## config.mk

```make
export PLATFORM = sky130hd
export DESIGN_NAME = top_k_health_selector_core
export DESIGN_NICKNAME = d
export VERILOG_FILES = /design/src/rtl/core/thks_pkg.sv /design/src/rtl/core/thks_cell.sv /design/src/rtl/core/thks_scan.sv /design/src/rtl/core/top_k_health_selector_core.sv
export SDC_FILE = /design/constraint.sdc
export NUM_CORES = 1
export LEC_CHECK = 0
export ABC_CLOCK_PERIOD_IN_PS = 46000
export CORE_MARGIN = 2
export CORE_UTILIZATION = 59
export CTS_BUF_LIST = sky130_fd_sc_hd__clkbuf_4
export DETAILED_ROUTE_END_ITERATION = 10
export DONT_BUFFER_PORTS = 1
export GPL_TIMING_DRIVEN = 0
export PLACE_DENSITY = 0.85
export SYNTH_ARGS = -nofsm -noshare
export SYNTH_HDL_FRONTEND = slang
export SYNTH_SLANG_ARGS = --single-unit
```

## constraint.sdc

```tcl
create_clock -name clk -period 46 [get_ports clk]
set_clock_uncertainty 0.1 [all_clocks]
set_input_delay 2.3 -clock clk [delete_from_list [all_inputs] [get_ports clk]]
set_output_delay 2.3 -clock clk [all_outputs]
set_load 0.05 [all_outputs]
```

## src/rtl/core/thks_pkg.sv

```systemverilog
// Shared types and constants for the top-k health selector.
// No dependencies; imported by every module of the core.
package thks_pkg;

  localparam int MAX_UNITS_DEF     = 64;
  localparam int MAX_ADDITIONS_DEF = 20;
  localparam int ID_W              = 8;
  localparam int HEALTH_W          = 16;
  localparam int SEL_W             = 7;
  localparam logic [SEL_W-1:0] SEL_RESET = 7'd4;

  typedef struct packed {
    logic                valid;
    logic                mark;
    logic [ID_W-1:0]     id;
    logic [HEALTH_W-1:0] health;
  } unit_t;

  typedef enum logic [1:0] {
    MODE_DUMP,
    MODE_FIRST,
    MODE_ADD
  } mode_t;

  typedef struct packed {
    logic  en;
    logic  restart;
    mode_t mode;
  } scan_ctl_t;

endpackage

```

## src/rtl/core/thks_cell.sv

```systemverilog
// One storage cell of the unit chain: holds one unit and passes it on.
// Depends on thks_pkg.
module thks_cell (
  input  logic           clk,
  input  logic           rst_n,
  input  logic           shift_en,
  input  logic           clear,
  input  thks_pkg::unit_t d,
  output thks_pkg::unit_t q
);
  import thks_pkg::*;

  logic                valid_r;
  logic                mark_r;
  logic [ID_W-1:0]     id_r;
  logic [HEALTH_W-1:0] health_r;

  always_ff @(posedge clk) begin
    if (!rst_n) begin
      valid_r <= 1'b0;
      mark_r  <= 1'b0;
    end else if (clear) begin
      valid_r <= 1'b0;
      mark_r  <= 1'b0;
    end else if (shift_en) begin
      valid_r <= d.valid;
      mark_r  <= d.mark;
    end
  end

  always_ff @(posedge clk) begin
    if (shift_en) begin
      id_r     <= d.id;
      health_r <= d.health;
    end
  end

  assign q = '{valid: valid_r, mark: mark_r, id: id_r, health: health_r};

endmodule

```

## src/rtl/core/thks_scan.sv

```systemverilog
// Running maximum tracker fed by the head of the unit chain.
// Depends on thks_pkg.
module thks_scan #(
  parameter int MAX_UNITS = thks_pkg::MAX_UNITS_DEF
) (
  input  logic                         clk,
  input  logic                         rst_n,
  input  thks_pkg::scan_ctl_t          ctl,
  input  thks_pkg::unit_t              head,
  input  logic                         head_mark,
  input  logic [$clog2(MAX_UNITS)-1:0] pos,
  output logic [thks_pkg::ID_W-1:0]    best_id,
  output logic [$clog2(MAX_UNITS)-1:0] best_pos
);
  import thks_pkg::*;

  localparam int P_W = $clog2(MAX_UNITS);

  logic                found_r;
  logic [HEALTH_W-1:0] health_r;
  logic [ID_W-1:0]     id_r;
  logic [P_W-1:0]      pos_r;
  logic                found_eff;
  logic                cand;

  assign found_eff = found_r && !ctl.restart;

  always_comb begin
    case (ctl.mode)
      MODE_FIRST: cand = head.valid && (!found_eff || head.health > health_r);
      MODE_ADD:   cand = head.valid && !head_mark &&
                         (!found_eff || head.health >= health_r);
      default:    cand = 1'b0;
    endcase
  end

  assign best_id  = cand ? head.id : id_r;
  assign best_pos = cand ? pos : pos_r;

  always_ff @(posedge clk) begin
    if (!rst_n) begin
      found_r <= 1'b0;
    end else if (ctl.en) begin
      found_r <= found_eff || cand;
    end
  end

  always_ff @(posedge clk) begin
    if (ctl.en && cand) begin
      health_r <= head.health;
      id_r     <= head.id;
      pos_r    <= pos;
    end
  end

endmodule

```

## src/rtl/core/top_k_health_selector_core.sv

```systemverilog
// Top level of the top-k health selector: unit chain, scan unit and control.
// Depends on thks_pkg, thks_cell and thks_scan.
//
// Usage: present one unit per transaction on in_unit_id / in_unit_health with
// start high; it is taken at a clock edge where busy is low. in_last_unit
// closes the set; busy then rises and stays high until the last result.
// While busy is low a unit is loaded whenever start is high; units beyond MAX_UNITS are dropped.
// After the last unit the chain rotates one cell per cycle past the scan
// unit, so one pass covers all MAX_UNITS cells. If the set fits within
// select_count, ids stream out in load order during a single pass. Otherwise
// each chosen id takes one pass: at most min(max(select_count, 1),
// MAX_ADDITIONS + 1) passes, each result registered at the end of its pass.
// Each result is shown for one cycle with out_valid; the receiver cannot
// stall, so results are never held back. out_last_chosen marks the final
// result of a set. select_count is written through cfg_valid / cfg_ready
// only while busy is low, no unit is held in the chain and start is low.
// Reset empties the chain and sets select_count to 4; the chain is also
// emptied at the end of every set.
module top_k_health_selector_core #(
  parameter int MAX_UNITS     = thks_pkg::MAX_UNITS_DEF,
  parameter int MAX_ADDITIONS = thks_pkg::MAX_ADDITIONS_DEF
) (
  input  logic                          clk,
  input  logic                          rst_n,
  input  logic                          start,
  output logic                          busy,
  input  logic [thks_pkg::ID_W-1:0]     in_unit_id,
  input  logic [thks_pkg::HEALTH_W-1:0] in_unit_health,
  input  logic                          in_last_unit,
  input  logic                          cfg_valid,
  output logic                          cfg_ready,
  input  logic [thks_pkg::SEL_W-1:0]    cfg_select_count,
  output logic                          out_valid,
  output logic [thks_pkg::ID_W-1:0]     out_chosen_id,
  output logic                          out_last_chosen
);
  import thks_pkg::*;

  localparam int P_W   = $clog2(MAX_UNITS);
  localparam int CNT_W = $clog2(MAX_UNITS + 1);
  localparam int ADD_W = $clog2(MAX_ADDITIONS + 1);

  typedef enum logic {
    ST_IDLE,
    ST_SCAN
  } state_t;

  state_t             state_r;
  mode_t              mode_r;
  logic [CNT_W-1:0]   count_r;
  logic [CNT_W-1:0]   count_nxt;
  logic [SEL_W-1:0]   sel_r;
  logic [P_W-1:0]     pos_r;
  logic [SEL_W-1:0]   picked_r;
  logic [SEL_W-1:0]   picked_nxt;
  logic [ADD_W-1:0]   adds_r;
  logic [ADD_W-1:0]   adds_nxt;
  logic               pend_valid_r;
  logic [P_W-1:0]     pend_pos_r;
  logic               out_valid_r;
  logic [ID_W-1:0]    out_id_r;
  logic               out_last_r;

  unit_t              chain_q [MAX_UNITS];
  unit_t              head;
  unit_t              head_in;
  logic               head_mark;
  logic               scanning;
  logic               accept;
  logic               load_shift;
  logic               shift_en;
  logic               pass_end;
  logic               last_pick;
  logic               finish;
  scan_ctl_t          scan_ctl;
  logic [ID_W-1:0]    best_id;
  logic [P_W-1:0]     best_pos;

  assign scanning   = (state_r == ST_SCAN);
  assign busy       = scanning;
  assign cfg_ready  = !scanning && !start && (count_r == '0);
  assign accept     = start && !scanning;
  assign load_shift = accept && (count_r < CNT_W'(MAX_UNITS));
  assign shift_en   = load_shift || scanning;
  assign pass_end   = scanning && (pos_r == P_W'(MAX_UNITS - 1));
  assign count_nxt  = load_shift ? count_r + CNT_W'(1) : count_r;
  assign picked_nxt = picked_r + SEL_W'(1);
  assign adds_nxt   = adds_r + ADD_W'(1);

  assign head      = chain_q[MAX_UNITS-1];
  assign head_mark = head.mark || (pend_valid_r && (pos_r == pend_pos_r));

  always_comb begin
    if (scanning) begin
      head_in      = head;
      head_in.mark = head_mark;
    end else begin
      head_in = '{valid: 1'b1, mark: 1'b0, id: in_unit_id, health: in_unit_health};
    end
  end

  always_comb begin
    case (mode_r)
      MODE_FIRST: last_pick = (sel_r <= SEL_W'(1));
      MODE_ADD:   last_pick = (picked_nxt >= sel_r) ||
                              (adds_nxt >= ADD_W'(MAX_ADDITIONS));
      default:    last_pick = 1'b1;
    endcase
  end

  assign finish = pass_end && last_pick;

  genvar gi;
  generate
    for (gi = 0; gi < MAX_UNITS; gi++) begin : g_chain
      if (gi == 0) begin : g_head
        thks_cell u_cell (
          .clk      (clk),
          .rst_n    (rst_n),
          .shift_en (shift_en),
          .clear    (finish),
          .d        (head_in),
          .q        (chain_q[gi])
        );
      end else begin : g_body
        thks_cell u_cell (
          .clk      (clk),
          .rst_n    (rst_n),
          .shift_en (shift_en),
          .clear    (finish),
          .d        (chain_q[gi-1]),
          .q        (chain_q[gi])
        );
      end
    end
  endgenerate

  assign scan_ctl = '{en: scanning, restart: (pos_r == '0), mode: mode_r};

  thks_scan #(
    .MAX_UNITS (MAX_UNITS)
  ) u_scan (
    .clk       (clk),
    .rst_n     (rst_n),
    .ctl       (scan_ctl),
    .head      (head),
    .head_mark (head_mark),
    .pos       (pos_r),
    .best_id   (best_id),
    .best_pos  (best_pos)
  );

  always_ff @(posedge clk) begin
    if (!rst_n) begin
      state_r      <= ST_IDLE;
      mode_r       <= MODE_DUMP;
      count_r      <= '0;
      sel_r        <= SEL_RESET;
      pos_r        <= '0;
      picked_r     <= '0;
      adds_r       <= '0;
      pend_valid_r <= 1'b0;
      pend_pos_r   <= '0;
      out_valid_r  <= 1'b0;
      out_id_r     <= '0;
      out_last_r   <= 1'b0;
    end else begin
      out_valid_r <= 1'b0;
      if (cfg_valid && cfg_ready) begin
        sel_r <= cfg_select_count;
      end
      case (state_r)
        ST_IDLE: begin
          if (accept) begin
            count_r <= count_nxt;
            if (in_last_unit) begin
              state_r      <= ST_SCAN;
              pos_r        <= '0;
              picked_r     <= '0;
              adds_r       <= '0;
              pend_valid_r <= 1'b0;
              mode_r       <= (SEL_W'(count_nxt) <= sel_r) ? MODE_DUMP : MODE_FIRST;
            end
          end
        end
        ST_SCAN: begin
          pos_r <= pass_end ? '0 : pos_r + P_W'(1);
          case (mode_r)
            MODE_DUMP: begin
              if (head.valid) begin
                out_valid_r <= 1'b1;
                out_id_r    <= head.id;
                out_last_r  <= pass_end;
              end
            end
            MODE_FIRST, MODE_ADD: begin
              if (pass_end) begin
                out_valid_r  <= 1'b1;
                out_id_r     <= best_id;
                out_last_r   <= last_pick;
                pend_valid_r <= 1'b1;
                pend_pos_r   <= best_pos;
                picked_r     <= picked_nxt;
                if (mode_r == MODE_ADD) begin
                  adds_r <= adds_nxt;
                end
                mode_r <= MODE_ADD;
              end
            end
            default: begin
              mode_r <= MODE_DUMP;
            end
          endcase
          if (finish) begin
            state_r <= ST_IDLE;
            count_r <= '0;
          end
        end
        default: begin
          state_r <= ST_IDLE;
        end
      endcase
    end
  end

  assign out_valid       = out_valid_r;
  assign out_chosen_id   = out_id_r;
  assign out_last_chosen = out_last_r;

  a_strobe_from_scan: assert property (@(posedge clk) disable iff (!rst_n)
    out_valid |-> $past(busy))
    else $error("result strobe without a selection in progress");

  a_last_ends_set: assert property (@(posedge clk) disable iff (!rst_n)
    out_valid && out_last_chosen |-> !busy)
    else $error("busy still high after final result");

  a_last_unit_starts: assert property (@(posedge clk) disable iff (!rst_n)
    start && !busy && in_last_unit |=> busy)
    else $error("closing unit did not start selection");

  a_count_bound: assert property (@(posedge clk) disable iff (!rst_n)
    count_r <= CNT_W'(MAX_UNITS))
    else $error("loaded count beyond chain length");

  a_pick_bound: assert property (@(posedge clk) disable iff (!rst_n)
    scanning |-> adds_r <= ADD_W'(MAX_ADDITIONS))
    else $error("more additions than allowed");

endmodule

```

Word level (Yosys, flattened, before mapping). Cells that the tools add are included. Widths: inputs -> output; s select.

Reduce and logical (&&, ||, !) cells: 38. Add/subtract/negate cells: 4. $lt $le $gt $ge: 7. Equality and inequality tests: 14. Muxes and demuxes: 48. Bitwise operators: 2.

Operators with widths (count): $mux 7 (7); $pmux 7 s2 (2); $mux 26 (1); $mux 5 (5); $mux 6 (4); $mux 8 (3); $ge 16x16->1 (1); $gt 16x16->1 (1); $pmux 8 s2 (1); $add 7x1->7 const B (2); $logic_and 1x1->1 (13); $mux 1 (12); $pmux 1 s2 (6); $pmux 6 s2 (1); $reduce_and 4->1 (3); $ne 2x1->1 const B (5); $pmux 5 s2 (1); $ne 2x2->1 const B (4); $pmux 2 s2 (2); $ge 7x7->1 (1); $le 7x1->1 const B (1); $le 7x7->1 (1); $logic_not 7->1 (1); $lt 7x7->1 const B (1); 19 further kinds (34).

Input port bits: 36. Flip-flop bits (word level): 1747. Output and inout port bits: 12. Word-level logic and storage cells: 385.

Depth between registers and ports, before layout.
Depth in word-level cells: 10. Depth in mapped cells: 13.

By module. Synthesis repeated with hierarchy kept, for this count alone.

Cells, all modules: 2623. Area total of the unflattened synthesis: 56943.4 µm².

By module, submodules not included: thks_cell (area an instance 809.5 µm², seq. area each 760.7 µm², times used 64, cells each 33); top_k_health_selector_core (area an instance 3445.8 µm², seq. area each 1041.0 µm², times used 1, cells each 391); thks_scan (area an instance 1687.9 µm², seq. area each 920.9 µm², times used 1, cells each 120).

Worst setup path after synthesis. Ideal clock, no wire load.

Path type: input to register. Start point: input start. End point: register g_chain[0].g_head.u_cell.health_r[0] (enable). Data arrival time: 44377 ps. Stages on the path: 5. Setup slack: -977 ps. Buffers on the path: 1. Path through: nand2b_1 -> nor2_1 -> nor2_2 -> inv_2 -> clkbuf_1.

Cells in the longest elaborated chain, start to end: 3.

Ends and longest elaborated chain: start, declared (line top_k_health_selector_core.sv:25) `input logic start,`; $logic_and 1x1->1 (line top_k_health_selector_core.sv:82) `assign accept = start && !scanning;`; $logic_and 1x1->1 (line top_k_health_selector_core.sv:83) `assign load_shift = accept && (count_r < CNT_W'(MAX_UNITS));`; $logic_or 1x1->1 (line top_k_health_selector_core.sv:84) `assign shift_en = load_shift || scanning;`; via g_chain[0].g_head.u_cell.shift_en (line thks_cell.sv:6) `input logic shift_en,`; end signal, assigned (line thks_cell.sv:34) `health_r <= d.health;`; end, declared (line thks_cell.sv:16) `logic [HEALTH_W-1:0] health_r;`.

The timed path passes the listed nets, and every way through them passes these cells. A chain may end at the register's enable or synchronous reset.

Final worst setup path.
Start point: register state_r, in the netlist busy. End point: output cfg_ready.

Cells in the longest elaborated chain, start to end: 3.

Ends and longest elaborated chain: start, declared (line top_k_health_selector_core.sv:48) `state_t state_r;`; start signal, assigned (line top_k_health_selector_core.sv:155) `state_r <= ST_IDLE;`; start signal, assigned (line top_k_health_selector_core.sv:177) `state_r <= ST_SCAN;`; start signal, assigned (line top_k_health_selector_core.sv:215) `state_r <= ST_IDLE;`; $logic_not 1->1 (line top_k_health_selector_core.sv:81) `assign cfg_ready = !scanning && !start && (count_r == '0);`; $logic_and 1x1->1 (2 in series) (line top_k_health_selector_core.sv:81); end, declared (line top_k_health_selector_core.sv:31) `output logic cfg_ready,`.

Every way passes these cells.

==> Implementation_results.wiki <==
{| class="wikitable"
! Metric !! Value
|-
| Status || finished, final reports clean
|-
| Type of destination of the critical path || primary output
|-
| Most used cell, CP || sky130_fd_sc_hd__clkbuf_1
|-
| Core area || 92900 sq um
|-
| Leading cell type in the layout, fill and taps excluded || sky130_fd_sc_hd__edfxtp_1
|-
| Slew Limit Fails || 0
|-
| Largest delay share family, worst path || buffers and inverters
|-
| Worst min-delay path class || register to register
|-
| Max FO, Critical Path || 10
|-
| Area fraction in and, or, nand and nor cells after synthesis || 2.98%
|-
| Power density over cell area || 52.6 nW/um^2
|-
| Main combinational cell family by area after synthesis || simple AND/OR/NAND/NOR gates
|-
| Clk root buf || sky130_fd_sc_hd__clkbuf_4
|-
| Cells taking the most area after synthesis || sky130_fd_sc_hd__edfxtp_1 85%, sky130_fd_sc_hd__dfxtp_1 6.6%, sky130_fd_sc_hd__nand2_1 1.9%, sky130_fd_sc_hd__a21oi_1 1.5%, sky130_fd_sc_hd__ha_1 0.93%
|-
| Synth area leader || sky130_fd_sc_hd__edfxtp_1
|-
| Global-route wire length before repair || 136 mm
|-
| RSZ-0062 raised after global routing || no
|-
| Library cells used by synthesis || 60
|-
| First-pass detailed-route iteration total || 7
|-
| Effective utilization at floorplan || 59.3%
|-
| Fraction of layout instances using a drive strength above 1 || 20.8%
|-
| Total of max-cap violations || 0
|-
| Number of enable flip-flop cells after synthesis || 1566
|-
| Die X-Extent || 310 um
|-
| Leakage power figure || 0.0215 uW
|-
| Relative slew slack || 23.8%
|-
| Total area of multi-input combinational cells || 4090 sq um
|-
| Minimum clock period after layout || 6.22 ns
|-
| Clock slew at the register clock pins of the worst setup and hold paths || 0.07 ns
|-
| GP Congestion || 0.802
|-
| Die outline height || 310 um
|-
| Data required time at the worst endpoint || 43.60 ns
|-
| Top cell type's share of synthesized area || 85.3%
|-
| Maximum buffer depth of the clock tree || 4
|-
| Post-synth net total || 2638
|-
| Critical Path Start Type || register
|-
| Largest incremental delay on the critical path || 0.82 ns
|-
| Largest net degree at the start of global routing || 143
|-
| Cts-stage hold buffer count || 0
|-
| Crit path buf inv count || 3
|-
| Grt ovf || 0
|-
| Synthesized-area fraction occupied by xor and xnor cells || 0.318%
|-
| Register Area || 50600 sq um
|-
| Compound-gate portion of the synthesized area || 2.54%
|-
| Slew @ Worst Pin || 1.14 ns
|-
| Placed Instance Area || 57100 sq um
|-
| Site Rows || 112
|-
| Post-cts repair resize count || 0
|-
| Post-detailed-route DRC marker count || 0
|-
| Adder and majority cell fraction of the synthesized area || 0.930%
|-
| Leading cell types in the layout, fill and taps excluded || 1566 x sky130_fd_sc_hd__edfxtp_1, 597 x sky130_fd_sc_hd__clkbuf_4, 272 x sky130_fd_sc_hd__nand2_1, 181 x sky130_fd_sc_hd__dfxtp_1, 161 x sky130_fd_sc_hd__a21oi_1
|-
| Number of filler instances in the final layout || 5558
|-
| Sequential area share after synthesis || 91.9%
|-
| Overall fraction of global-route tracks in use || 19.0%
|-
| Average cell area after synthesis || 21.5 sq um
|-
| Per-cell routed wire length || 19.7 um
|-
| Avg Vias per Cell || 5.23
|-
| Cell type of the slowest stage on the worst timing path || sky130_fd_sc_hd__clkbuf_1
|-
| Predominant post-synthesis flop cell || sky130_fd_sc_hd__edfxtp_1
|-
| Count of vias placed by the detailed router || 23721
|-
| Total routed wirelength || 89.2 mm
|-
| Fin crit share || 13.5%
|-
| Number of register bits inferred by synthesis || 1747
|-
| Setup Total Neg Slack || 0 ns
|-
| Count of buffers inserted at the top-level ports || 0
|-
| Number of levels in the clock H-tree || 5
|-
| # setup viols final || 0
|-
| Ys async rst share || 0%
|-
| Mapped Cells || 2561
|-
| Max frequency || 161 MHz
|-
| Clock tree from TritonCTS || built
|-
| Fraction of synthesized area in multiplexers || 0.635%
|-
| Cell area after synthesis || 55100 sq um
|-
| Internal reg-to-reg setup slack || 40.96 ns
|-
| DRT iter0 DRCs || 2490
|-
| HPWL after detailed placement || 46.4 mm
|-
| Number of global-route vias before repair || 24300
|-
| Highest ir drop seen on vdd || 0.0000392 V
|-
| Final Hold Violating Endpoints || 0
|-
| CP cell instances || buf_2, clkbuf_1, clkbuf_1, nor4_1, and4b_1
|-
| Count of antenna-violating nets left after detailed routing || 0
|-
| Crit path arrival time || 3.82 ns
|-
| Nets || 3060
|-
| WS Path Type || register to primary output
|-
| Yosys warns || 0
|-
| Cell area after layout || 62100 sq um
|-
| Clock net sink count || 1747
|-
| # IOs || 48
|-
| Setup Buffers After CTS || 0
|-
| Area of the die || 95900 sq um
|-
| Clock insertion delay at the later pin of the skew report || 1.17 ns
|-
| Antenna violations before repair || 9
|-
| Area Growth Syn to Fin || 12.7%
|-
| Number of CTS-inserted buffers || 406
|}
[layout make-up]
cell class	count	area share, %
flip-flops and latches	1747	81.5
clock buffers	597	7.21
multi-input cells	720	6.58
well taps	1254	2.53
clock inverters	101	0.890
repair buffers	14	0.576
plain buffers	57	0.439
inverters	37	0.224
diodes	12	0.0483
[per-layer routing]
layer	GRT usage, %	wire, um	part of all wire, %
met1	25.7	38200	43
met2	29.8	43600	49
met3	4.82	5350	6.0
met4	7.74	2070	2.3
met5	0	0	0
[logic make-up after synthesis]
group / after synthesis
adder cells (fa/ha/maj): 41
flip-flops: 1747
XOR/XNOR: 20
AND/OR/NAND/NOR: 388
buffers and inverters: 94
AO/OA/AOI/OAI: 239
multiplexers: 32
[worst reg2reg max path: cells and delay by family (launching register included)]
kind / cells / cell delay (ns)
flip-flops: 1 / 0.50
buffers and inverters: 7 / 3.24
AND/OR/NAND/NOR: 3 / 0.81
[per-stage QoR]
stage          utilization (%)  std cells  hold WS, ns  setup slack, ns  power, uW
2_1_floorplan                -       2561        0.300            22.42       2150
3_3_place_gp              61.0       3815        0.303            16.60       2210
3_5_place_dp              61.4       3829        0.305            39.40       2090
4_1_cts                   66.8       4527        0.261            39.68       3300
5_1_grt                   66.9       4537        0.276            39.57       3390
6_report                  66.9       4539        0.247            39.78       3270
[path summary, 6_finish.rpt]
path                                                                          to  depth (start not counted)                                            start
worst min register to register   g_chain[13].g_body.u_cell.health_r[6]$_DFFE_PP_                          0  g_chain[12].g_body.u_cell.health_r[6]$_DFFE_PP_
worst max-delay path                                                   cfg_ready                          5                                  busy$_SDFF_PN0_
worst max register to register  g_chain[59].g_body.u_cell.health_r[12]$_DFFE_PP_                         10                                  busy$_SDFF_PN0_
worst min-delay path             g_chain[13].g_body.u_cell.health_r[6]$_DFFE_PP_                          0  g_chain[12].g_body.u_cell.health_r[6]$_DFFE_PP_
[power by group]
part	switching (uW)	internal, uW
Clock	589	625
Sequential	54.3	1920
Combinational	66.1	13.2
Total	709	2560
[cell usage after synthesis, types with 3 or more instances]
| cell | instances |
|---|---|
| sky130_fd_sc_hd__buf_2 | 9 |
| sky130_fd_sc_hd__xor2_1 | 10 |
| sky130_fd_sc_hd__nand4_1 | 7 |
| sky130_fd_sc_hd__buf_4 | 10 |
| sky130_fd_sc_hd__and2_1 | 13 |
| sky130_fd_sc_hd__nand3b_1 | 3 |
| sky130_fd_sc_hd__or3_1 | 7 |
| sky130_fd_sc_hd__a21oi_1 | 161 |
| sky130_fd_sc_hd__edfxtp_1 | 1566 |
| sky130_fd_sc_hd__mux2i_1 | 8 |
| sky130_fd_sc_hd__a22oi_1 | 5 |
| sky130_fd_sc_hd__inv_1 | 35 |
| sky130_fd_sc_hd__and3_1 | 6 |
| sky130_fd_sc_hd__mux2_2 | 24 |
| sky130_fd_sc_hd__nor2b_1 | 7 |
| sky130_fd_sc_hd__xnor2_1 | 10 |
| sky130_fd_sc_hd__ha_1 | 41 |
| sky130_fd_sc_hd__o21ai_0 | 28 |
| sky130_fd_sc_hd__a21o_1 | 3 |
| sky130_fd_sc_hd__dfxtp_1 | 181 |
| sky130_fd_sc_hd__clkbuf_1 | 36 |
| sky130_fd_sc_hd__nand2b_1 | 4 |
| sky130_fd_sc_hd__a221o_1 | 9 |
| sky130_fd_sc_hd__a31oi_1 | 4 |
| sky130_fd_sc_hd__nor2_1 | 39 |
| sky130_fd_sc_hd__a211oi_1 | 3 |
| sky130_fd_sc_hd__nand2_1 | 272 |
| sky130_fd_sc_hd__nand3_1 | 18 |
| sky130_fd_sc_hd__o21a_1 | 4 |
| sky130_fd_sc_hd__nor4_1 | 3 |
[sequential cells by signal (all words and copies together) (netlist names), 2 cells and up]
| register | cells |
|---|---|
| adds_r | 5 |
| count_r | 7 |
| mode_r | 2 |
| g_chain.g_body.u_cell.mark_r | 63 |
| g_chain.g_body.u_cell.health_r | 1008 |
| g_chain.g_head.u_cell.health_r | 16 |
| u_scan.pos_r | 6 |
| sel_r | 7 |
| u_scan.id_r | 8 |
| g_chain.g_body.u_cell.valid_r | 63 |
| picked_r | 7 |
| g_chain.g_body.u_cell.id_r | 504 |
| u_scan.health_r | 16 |
| g_chain.g_head.u_cell.id_r | 8 |
| pend_pos_r | 6 |
| pos_r | 6 |
| out_chosen_id | 8 |
Power figures use the tool's default switching activity.
